--- src/rtl/pwra_pkg.sv ---
`timescale 1ns / 1ps
// ----------------------------------------------------------------------------
// PCIe write request arbiter package
// Source codes, arbiter modes and the request word layouts.
// ----------------------------------------------------------------------------
package pwra_pkg;

  // Source codes as reported on header_taken and beat_taken.
  localparam logic [2:0] SRC_NONE      = 3'd0;
  localparam logic [2:0] SRC_HOST_DATA = 3'd1;
  localparam logic [2:0] SRC_RD_FIN    = 3'd2;
  localparam logic [2:0] SRC_WR_FIN    = 3'd3;
  localparam logic [2:0] SRC_RD_DEV    = 3'd4;
  localparam logic [2:0] SRC_WR_DEV    = 3'd5;

  // Bit positions in the header, beat valid and beat last masks.
  localparam int unsigned BIT_HOST_DATA = 0;
  localparam int unsigned BIT_RD_FIN    = 1;
  localparam int unsigned BIT_WR_FIN    = 2;
  localparam int unsigned BIT_RD_DEV    = 3;
  localparam int unsigned BIT_WR_DEV    = 4;

  localparam int unsigned NUM_SRC   = 5;
  localparam int unsigned BEATS_W   = 8;
  localparam int unsigned IN_DATA_W = 32;
  localparam int unsigned OUT_DATA_W = 8;

  typedef enum logic [2:0] {
    MODE_IDLE      = 3'd0,
    MODE_HOST_DATA = 3'd1,
    MODE_RD_FIN    = 3'd2,
    MODE_WR_FIN    = 3'd3,
    MODE_RD_DEV    = 3'd4,
    MODE_WR_DEV    = 3'd5,
    MODE_WAIT_RD_FIN = 3'd6
  } mode_t;

endpackage

--- src/rtl/pcie_write_request_arbiter.sv ---
`timescale 1ns / 1ps
// ----------------------------------------------------------------------------
// PCIe write request arbiter
// Fixed priority header grant with packet lock over five write sources.
// ----------------------------------------------------------------------------
// Each input request carries a snapshot of the five header and data queue
// heads; each one yields exactly one result request naming the header and the
// data beat popped in that tick. The arbiter takes one request per cycle while
// the output register is free or being taken: the request is captured in an
// input register, the grant and beat decisions are made in one short pass
// against the mode and beat count registers, and the result lands in an
// output register. The input side keeps accepting while a result waits, as
// long as the output register is taken in the same cycle.
module pcie_write_request_arbiter
  import pwra_pkg::*;
(
  input  logic                  clk,
  input  logic                  rst_n,
  // [4:0] header_valid, [9:5] beat_valid, [14:10] beat_last,
  // [22:15] read_device_beats, [30:23] write_device_beats, [31] zero
  input  logic [IN_DATA_W-1:0]  in_tdata,
  input  logic                  in_tvalid,
  output logic                  in_tready,
  // [2:0] header_taken, [5:3] beat_taken, [7:6] zero
  output logic [OUT_DATA_W-1:0] out_tdata,
  output logic                  out_tlast,   // beat_out_last
  output logic                  out_tvalid,
  input  logic                  out_tready
);

  // Input register.
  logic                 in_vld_r;
  logic [NUM_SRC-1:0]   hv_r, bv_r, bl_r;
  logic [BEATS_W-1:0]   rd_beats_r, wr_beats_r;

  // Arbiter state.
  mode_t                mode_r, mode_nxt;
  logic [BEATS_W-1:0]   beats_r, beats_nxt;

  // Output register.
  logic                 out_vld_r;
  logic [2:0]           hdr_out_r, beat_out_r;
  logic                 last_out_r;

  // Header stage results.
  logic [2:0]           hdr;
  mode_t                mode_eff;
  logic [BEATS_W-1:0]   beats_eff;

  // Data stage results.
  logic [2:0]           beat;
  logic                 last;
  logic                 src_bv, src_bl;
  logic                 is_dev;

  logic                 advance;

  assign advance   = in_vld_r && (!out_vld_r || out_tready);
  assign in_tready = !in_vld_r || advance;

  // Header grant by fixed priority when idle; only read-finish while waiting for it.
  always_comb begin
    hdr       = SRC_NONE;
    mode_eff  = mode_r;
    beats_eff = beats_r;
    case (mode_r)
      MODE_WAIT_RD_FIN: begin
        if (hv_r[BIT_RD_FIN]) begin
          hdr      = SRC_RD_FIN;
          mode_eff = MODE_RD_FIN;
        end
      end
      MODE_HOST_DATA, MODE_RD_FIN, MODE_WR_FIN, MODE_RD_DEV, MODE_WR_DEV: begin
        mode_eff = mode_r;
      end
      default: begin
        // Idle; the unused mode code behaves exactly like idle.
        mode_eff = MODE_IDLE;
        if (hv_r[BIT_WR_FIN]) begin
          hdr      = SRC_WR_FIN;
          mode_eff = MODE_WR_FIN;
        end else if (hv_r[BIT_HOST_DATA]) begin
          hdr      = SRC_HOST_DATA;
          mode_eff = MODE_HOST_DATA;
        end else if (hv_r[BIT_RD_DEV]) begin
          hdr       = SRC_RD_DEV;
          mode_eff  = MODE_RD_DEV;
          beats_eff = rd_beats_r;
        end else if (hv_r[BIT_WR_DEV]) begin
          hdr       = SRC_WR_DEV;
          mode_eff  = MODE_WR_DEV;
          beats_eff = wr_beats_r;
        end
      end
    endcase
  end

  // Beat forwarding for the source that holds the lock.
  always_comb begin
    src_bv = 1'b0;
    src_bl = 1'b0;
    is_dev = 1'b0;
    case (mode_eff)
      MODE_HOST_DATA: begin
        src_bv = bv_r[BIT_HOST_DATA];
        src_bl = bl_r[BIT_HOST_DATA];
      end
      MODE_RD_FIN: begin
        src_bv = bv_r[BIT_RD_FIN];
        src_bl = bl_r[BIT_RD_FIN];
      end
      MODE_WR_FIN: begin
        src_bv = bv_r[BIT_WR_FIN];
        src_bl = bl_r[BIT_WR_FIN];
      end
      MODE_RD_DEV: begin
        src_bv = bv_r[BIT_RD_DEV];
        src_bl = bl_r[BIT_RD_DEV];
        is_dev = 1'b1;
      end
      MODE_WR_DEV: begin
        src_bv = bv_r[BIT_WR_DEV];
        src_bl = bl_r[BIT_WR_DEV];
        is_dev = 1'b1;
      end
      default: begin
        src_bv = 1'b0;
      end
    endcase
    beat = src_bv ? mode_eff : SRC_NONE;
    last = src_bv && (src_bl || (is_dev && beats_eff == BEATS_W'(1)));
  end

  // Next mode and beat count.
  always_comb begin
    mode_nxt  = mode_eff;
    beats_nxt = beats_eff;
    if (src_bv) begin
      if (is_dev) begin
        beats_nxt = beats_eff - BEATS_W'(1);
        if (beats_eff == BEATS_W'(1)) begin
          mode_nxt = MODE_IDLE;
        end
      end else if (src_bl) begin
        // A host data packet always hands over to the read-finish header.
        mode_nxt = (mode_eff == MODE_HOST_DATA) ? MODE_WAIT_RD_FIN : MODE_IDLE;
      end
    end
  end

  always_ff @(posedge clk) begin
    if (!rst_n) begin
      in_vld_r  <= 1'b0;
      out_vld_r <= 1'b0;
      mode_r    <= MODE_IDLE;
      beats_r   <= '0;
    end else begin
      if (in_tready) begin
        in_vld_r <= in_tvalid;
      end
      if (advance) begin
        out_vld_r <= 1'b1;
        mode_r    <= mode_nxt;
        beats_r   <= beats_nxt;
      end else if (out_tready) begin
        out_vld_r <= 1'b0;
      end
    end
  end

  always_ff @(posedge clk) begin
    if (in_tready && in_tvalid) begin
      hv_r       <= in_tdata[4:0];
      bv_r       <= in_tdata[9:5];
      bl_r       <= in_tdata[14:10];
      rd_beats_r <= in_tdata[22:15];
      wr_beats_r <= in_tdata[30:23];
    end
    if (advance) begin
      hdr_out_r  <= hdr;
      beat_out_r <= beat;
      last_out_r <= last;
    end
  end

  assign out_tvalid = out_vld_r;
  assign out_tdata  = {2'b00, beat_out_r, hdr_out_r};
  assign out_tlast  = last_out_r;

  // A stalled input register means a result is waiting on the output side.
  a_stall_has_result: assert property (@(posedge clk) disable iff (!rst_n)
    !in_tready |-> out_vld_r)
    else $error("input stalled without a pending result");

  // The last flag only accompanies a forwarded beat.
  a_last_needs_beat: assert property (@(posedge clk) disable iff (!rst_n)
    out_vld_r && beat_out_r == SRC_NONE |-> !last_out_r)
    else $error("last flag without a beat");

  // While waiting for read-finish only that header may be granted.
  a_wait_grant: assert property (@(posedge clk) disable iff (!rst_n)
    advance && mode_r == MODE_WAIT_RD_FIN |=> hdr_out_r == SRC_NONE ||
      hdr_out_r == SRC_RD_FIN)
    else $error("wrong header granted while waiting for read-finish");

endmodule
--- config.mk ---
export PLATFORM = sky130hd
export DESIGN_NAME = pcie_write_request_arbiter
export DESIGN_NICKNAME = d
export VERILOG_FILES = /design/src/rtl/pwra_pkg.sv /design/src/rtl/pcie_write_request_arbiter.sv
export SDC_FILE = /design/constraint.sdc
export NUM_CORES = 1
export LEC_CHECK = 0
export BUFFER_PORTS_ARGS = -buffer_cell sky130_fd_sc_hd__buf_2
export CAP_MARGIN = 20
export CORE_AREA = 2 2 55 96
export DETAILED_ROUTE_END_ITERATION = 8
export DIE_AREA = 0 0 57 98
export GPL_ROUTABILITY_DRIVEN = 0
export PLACE_DENSITY = 0.8
export REMOVE_ABC_BUFFERS = 1
export SLEW_MARGIN = 10
export SYNTH_ARGS = -nofsm -noshare
export SYNTH_HDL_FRONTEND = slang
export SYNTH_SLANG_ARGS = --single-unit
--- constraint.sdc ---
create_clock -name clk -period 2.8 [get_ports clk]
set_input_delay 0.42 -clock clk [delete_from_list [all_inputs] [get_ports clk]]
set_output_delay 0.42 -clock clk [all_outputs]
set_load 0.02 [all_outputs]
# == Yosys cells after proc, flatten, opt, wreduce, memory -nomap -nowiden ==
# Cells that the tools add are included.
# Widths: inputs -> output; s select.
# classes
n_reduce_logical,13
eq_ne,12
add_sub_neg,1
muxes,25
# ops
op,count
$mux 8,7
$mux 3,10
$eq 3x3->1 const B,5
$eq 3x2->1 const B,4
$pmux 3 s2,2
$pmux 1 s5,2
$eq 8x1->1 const B,1
$sub 8x1->8 const B,1
$eq 3x1->1 const B,2
$reduce_or 6->1,1
$reduce_or 5->1,1
$logic_and 1x1->1,4
$logic_or 1x1->1,3
$mux 1,3
$logic_not 1->1,2
$mux 2,1
$reduce_bool 2->1,1
$reduce_or 2->1,1
# word_totals
regBits,51
elab_cells,63

# == Depth between registers and ports, before layout ==
# depth
ltp_word,11
mapped_depth,12

# == Least setup slack after synthesis ==
# Ideal clock, no wire load.
# synth_path
path_type,flip-flop to flip-flop
startpoint,register hv_r[2]
endpoint,register mode_r[0]
n_path_buf,0
synth_period_minus_slack_ns,2.583
required_time_ns,2.679
path_stages_with_launch,11
path_slack_ns,0.217
arrival_time_ns,2.461
cell_sequence,edfxtp_1 > nor2_1 > o211ai_4 > a22oi_1 > ha_1 > inv_1 > a221oi_1 > nand4b_1 > or3_1 > a221oi_2 > nor3_1
# synth_via
elab_chain_len,7
elab_cells_between_ends,18
cone_classes,eq/ne (6); mux (11); reduce/logical (1)
# synth_lines
item,line,rtl
"start, declared",pcie_write_request_arbiter.sv:33,"logic [NUM_SRC-1:0] hv_r, bv_r, bl_r;"
"start signal, assigned",pcie_write_request_arbiter.sv:173,hv_r <= in_tdata[4:0];
$mux 3,pcie_write_request_arbiter.sv:79,if (hv_r[BIT_WR_FIN]) begin
$pmux 3 s2,pcie_write_request_arbiter.sv:66,case (mode_r)
"$eq 3x3->1, or another cell as far along",pcie_write_request_arbiter.sv:103,case (mode_eff)
$pmux 1 s5 / $reduce_or 2->1 (equally long branches),-,
$mux 3 / $mux 1 (equally long branches),"pcie_write_request_arbiter.sv:144, pcie_write_request_arbiter.sv:103",
$mux 3,pcie_write_request_arbiter.sv:139,if (is_dev) begin
$mux 3 (*),pcie_write_request_arbiter.sv:138,if (src_bv) begin
"end signal, assigned",pcie_write_request_arbiter.sv:163,mode_r <= mode_nxt;
"end, declared",pcie_write_request_arbiter.sv:37,"mode_t mode_r, mode_nxt;"
# Every way passes the cells marked *; elsewhere a longest branch is shown, timed or not.
# A chain may end at the register's enable or synchronous reset.

# == Final worst setup path ==
# layout_path
startpoint,register hv_r[4]
endpoint,register mode_r[0]
# layout_via
elab_chain_len,10
elab_cells_between_ends,24
cone_classes,eq/ne (6); mux (17); reduce/logical (1)
# layout_lines
item,line,rtl
$mux 3,pcie_write_request_arbiter.sv:89,end else if (hv_r[BIT_WR_DEV]) begin
$mux 3,pcie_write_request_arbiter.sv:85,end else if (hv_r[BIT_RD_DEV]) begin
$mux 3,pcie_write_request_arbiter.sv:82,end else if (hv_r[BIT_HOST_DATA]) begin
$mux 3,pcie_write_request_arbiter.sv:79,
$pmux 3 s2,pcie_write_request_arbiter.sv:66,
"$eq 3x3->1, or another cell as far along",pcie_write_request_arbiter.sv:103,
$pmux 1 s5 / $reduce_or 2->1 (equally long branches),-,
$mux 3 / $mux 1 (equally long branches),"pcie_write_request_arbiter.sv:144, pcie_write_request_arbiter.sv:103",
$mux 3,pcie_write_request_arbiter.sv:139,
$mux 3 (*),pcie_write_request_arbiter.sv:138,
# Marked as above.

==> flow_summary.json <==
{
  "holdPathStages": 1,
  "worst_hold_path_type": "primary input to register",
  "pwr_density_cell_nw_per_um2": 571,
  "synthesized_area_fraction_occupied_by_ao_oa_aoi_and_oai_cells": 0.204,
  "clk-insertion-delay-late_ns": 0.31,
  "share_of_cell_area_taken_by_muxes_after_synthesis": 0.00391,
  "floorplan.core_area_um2": 4850,
  "synth_simple_gate_area_frac": 0.170,
  "post-route-period-util": 0.936,
  "synth.yosys.warnings": 0,
  "grt_pass1_wl_um": 8440,
  "layout.nets": 323,
  "timing.setup.tns_ns": 0,
  "clock_skew_ns": 0.0102,
  "max_slew_margin": 0.597,
  "worst_setup_hold_path_clk_slew_ns": 0.09,
  "globalRouteMet1Util": 0.215,
  "synth_cell_types": 64,
  "finalSetupViolations": 0,
  "post-route-drc-count": 0,
  "design.die.area_um2": 5590,
  "num_antenna_cells": 0,
  "htreeDepth": 2,
  "regToRegStartpoint": "hv_r[4]",
  "y_dimension_of_the_die_um": 98,
  "dp.cells": 329,
  "avgSynthCellArea_um2": 11.1,
  "n_fill_cell": 429,
  "hp-start": "in_tdata[14]",
  "dr_total_vias": 2011,
  "gate_count_after_technology_mapping": 230,
  "fmaxAchievable_mhz": 381,
  "final_cells": 340,
  "rsz0062_at_grt": "no",
  "worstReg2RegEnd": "mode_r[0]",
  "worstHoldEndpoint": "bl_r[4]",
  "tritoncts_num_sinks": 51,
  "floorplan.io_pins": 47,
  "final_design_area_no_fill_um2": 3020,
  "irDropWorstVdd_mv": 0.467,
  "areaGrowthSynthToFinish_pct": 18.0,
  "initialDrtViolationCount": 53,
  "global_route.usage.total": 0.192,
  "floorplan.rows": 34,
  "critPathKind": "register to register",
  "synthXorXnorAreaFrac": 0.0205,
  "overflow": 0,
  "required_ns": 2.99,
  "report.final.hold_viol_count": 0,
  "critPathSlowestCell": "sky130_fd_sc_hd__edfxtp_1",
  "synth.ff_latch_count": 51,
  "start_kind": "register",
  "dominant_combinational_cell_family_by_area_after_synthesis": "compound AO/OA/AOI/OAI gates",
  "worst_pin_slew_ns": 0.590,
  "final_period_minus_worst_setup_slack_ns": 2.62,
  "max_cap_violations": 0,
  "drt_antenna_net_count": 0,
  "slew_violations": 0,
  "critical_path.max_fanout": 6,
  "clock_tree_root_driver_cell": "sky130_fd_sc_hd__clkbuf_8",
  "placedInstanceArea_um2": 2880,
  "fraction_of_final_layout_cells_with_drive_strength_greater_than_1": 0.283,
  "buffer_ports.inserted": 43,
  "route.final.wire_length_um": 5080,
  "detail_route.first_pass.iterations": 4,
  "max_stage_delay_ns": 0.41,
  "synth.yosys.seq_area_share": 0.547,
  "critPathCaptureType": "register",
  "result_of_the_run": "finished, final reports clean",
  "worst_r2r_path_depth": 11,
  "netlist_area_um2": 2560,
  "floorplan.initialDensity": 0.528,
  "route.detailed.wl_per_inst_um": 14.9,
  "asyncSetResetFlopFracSynth": 0,
  "synth_top_flop_cell": "sky130_fd_sc_hd__edfxtp_1",
  "cts-buffers-inserted": 5,
  "timing.critical_path.cells": "nor2b_1 > buf_4 > a22o_1 > a22oi_1 > ha_1 > inv_1 > a221oi_1 > nand4b_1 > or3_1 > a221oi_2 > nor3_1",
  "cts_tree": "yes",
  "synth-edff-count": 38,
  "die_x_um": 57,
  "antenna_found_initial": 0,
  "synth_fa_ha_area_frac": 0.00978,
  "critPathArrivalTime_ns": 2.81,
  "power.static_leakage_nw": 1.14,
  "grt_start_max_net_pins": 32,
  "sequential_cell_area_um2": 1400,
  "dpl.hpwl_um": 3830,
  "grt.busiest_layer": "met2",
  "global_route.usage.met2": 0.346,
  "cts_buffer_depth": 2,
  "grt_util_met3": 0.0252,
  "r2r_setup_slack_ns": 0.18,
  "route.detailed.vias_per_inst": 5.91,
  "first_global_vias": 1876,
  "multiInputGateArea_um2": 1060
}
[layer usage]
metal,vias up,routed length [um],part of all wire
li1,980,-,-
met1,949,1960,0.39
met5,-,0,0
met3,14,167,0.033
met2,68,2790,0.55
met4,0,160,0.032
[kinds of logic after synthesis]
family / after synthesis
and+or+nand+nor: 78
AOI/OAI and AO/OA: 68
DFF: 51
buffers and inverters: 23
xor gates and xnor gates: 6
adders and majority gates: 2
other: 1
muxes: 1
[flip-flops by register name, indices dropped and copies added, names as in the netlist]
signal / flops
beat_out_r: 3
beats_r: 8
bl_r: 5
bv_r: 5
hdr_out_r: 3
hv_r: 5
in_vld_r: 1
mode_r: 3
out_tlast: 1
out_tvalid: 1
rd_beats_r: 8
wr_beats_r: 8
[worst max-delay path, delay by kind of cell (launching register included)]
kind                       cells  cell delay, ns
AOI/OAI and AO/OA              4            0.88
adders and majority gates      1            0.19
buffers and inverters          2            0.19
DFF                            1            0.41
and+or+nand+nor                4            0.83
[placed cells by master, fill, tap and decap left out, types with 3 or more instances in the layout]
master / count
sky130_fd_sc_hd__buf_2: 43
sky130_fd_sc_hd__edfxtp_1: 38
sky130_fd_sc_hd__nor2_1: 22
sky130_fd_sc_hd__buf_4: 16
sky130_fd_sc_hd__a21oi_1: 13
sky130_fd_sc_hd__dfxtp_1: 13
sky130_fd_sc_hd__nand2_1: 11
sky130_fd_sc_hd__o21ai_0: 9
sky130_fd_sc_hd__inv_1: 8
sky130_fd_sc_hd__nor2b_1: 6
sky130_fd_sc_hd__a22o_1: 6
sky130_fd_sc_hd__nand2b_1: 5
sky130_fd_sc_hd__nor3_1: 5
sky130_fd_sc_hd__xnor2_1: 5
sky130_fd_sc_hd__clkbuf_8: 5
sky130_fd_sc_hd__a22oi_1: 3
sky130_fd_sc_hd__a31oi_1: 3
sky130_fd_sc_hd__o22ai_1: 3
sky130_fd_sc_hd__and2_1: 3
sky130_fd_sc_hd__nor3b_1: 3
sky130_fd_sc_hd__o221ai_1: 3
sky130_fd_sc_hd__and3b_1: 3
sky130_fd_sc_hd__nand3_1: 3
[per-stage QoR]
step	setup slack (ns)	hold slack (ns)	power, mW	utilization
CTS	0.113	0.282	1.73	0.617
detailed placement	0.134	0.498	1.23	0.593
finish	0.178	0.290	1.72	0.623
global placement	0.230	0.495	1.22	0.593
global route	0.0301	0.277	1.80	0.623
floorplan	0.119	0.475	1.12	-
[where the power goes]
group | internal, mW | switching (mW) | total, mW
Sequential | 0.865 | 0.0234 | 0.888
Combinational | 0.138 | 0.193 | 0.332
Clock | 0.266 | 0.238 | 0.504
Total | 1.27 | 0.455 | 1.72
[what timing repair did]
| action | CTS | global route |
|---|---|---|
| gates resized for setup | 0 | 2 |
| setup buffers | 0 | 3 |
| setup endpoints to repair | 0 | 2 |
| hold buffers | 0 | 0 |
[worst max-delay path by stage]
| stage | start | endpoint | cells past startpoint |
|---|---|---|---|
| 4_1_cts | mode_r[0] | mode_r[0] | 11 |
| 2_1_floorplan | mode_r[0] | mode_r[0] | 10 |
| 6_report | hv_r[4] | mode_r[0] | 11 |
| 5_1_grt | hv_r[4] | mode_r[0] | 11 |
| 3_3_place_gp | mode_r[0] | mode_r[0] | 11 |
| 3_5_place_dp | mode_r[0] | mode_r[0] | 11 |
[area by class of cell]
| type | instances | area share |
|---|---|---|
| inverter | 11 | 0.0145 |
| clock buffer | 5 | 0.0228 |
| tap | 54 | 0.0224 |
| clock inverter | 3 | 0.0145 |
| multi-input combinational | 157 | 0.351 |
| timing repair buffer | 59 | 0.111 |
| sequential | 51 | 0.464 |
[cell usage after synthesis (all sizes together), types with 4 or more instances]
cell type	number	area [um^2]
nor2b	6	37.5
nor2	23	86.3
inv	9	36.3
or2	4	25.0
nand2b	5	31.3
o21ai	9	45.0
buf	7	47.5
a22o	6	52.6
clkbuf	5	18.8
dfxtp	13	260
nand2	11	41.3
a21oi	13	65.1
xnor2	5	43.8
nor3	7	51.3
a211oi	4	40.0
edfxtp	38	1140
Power figures use the tool's default switching activity.
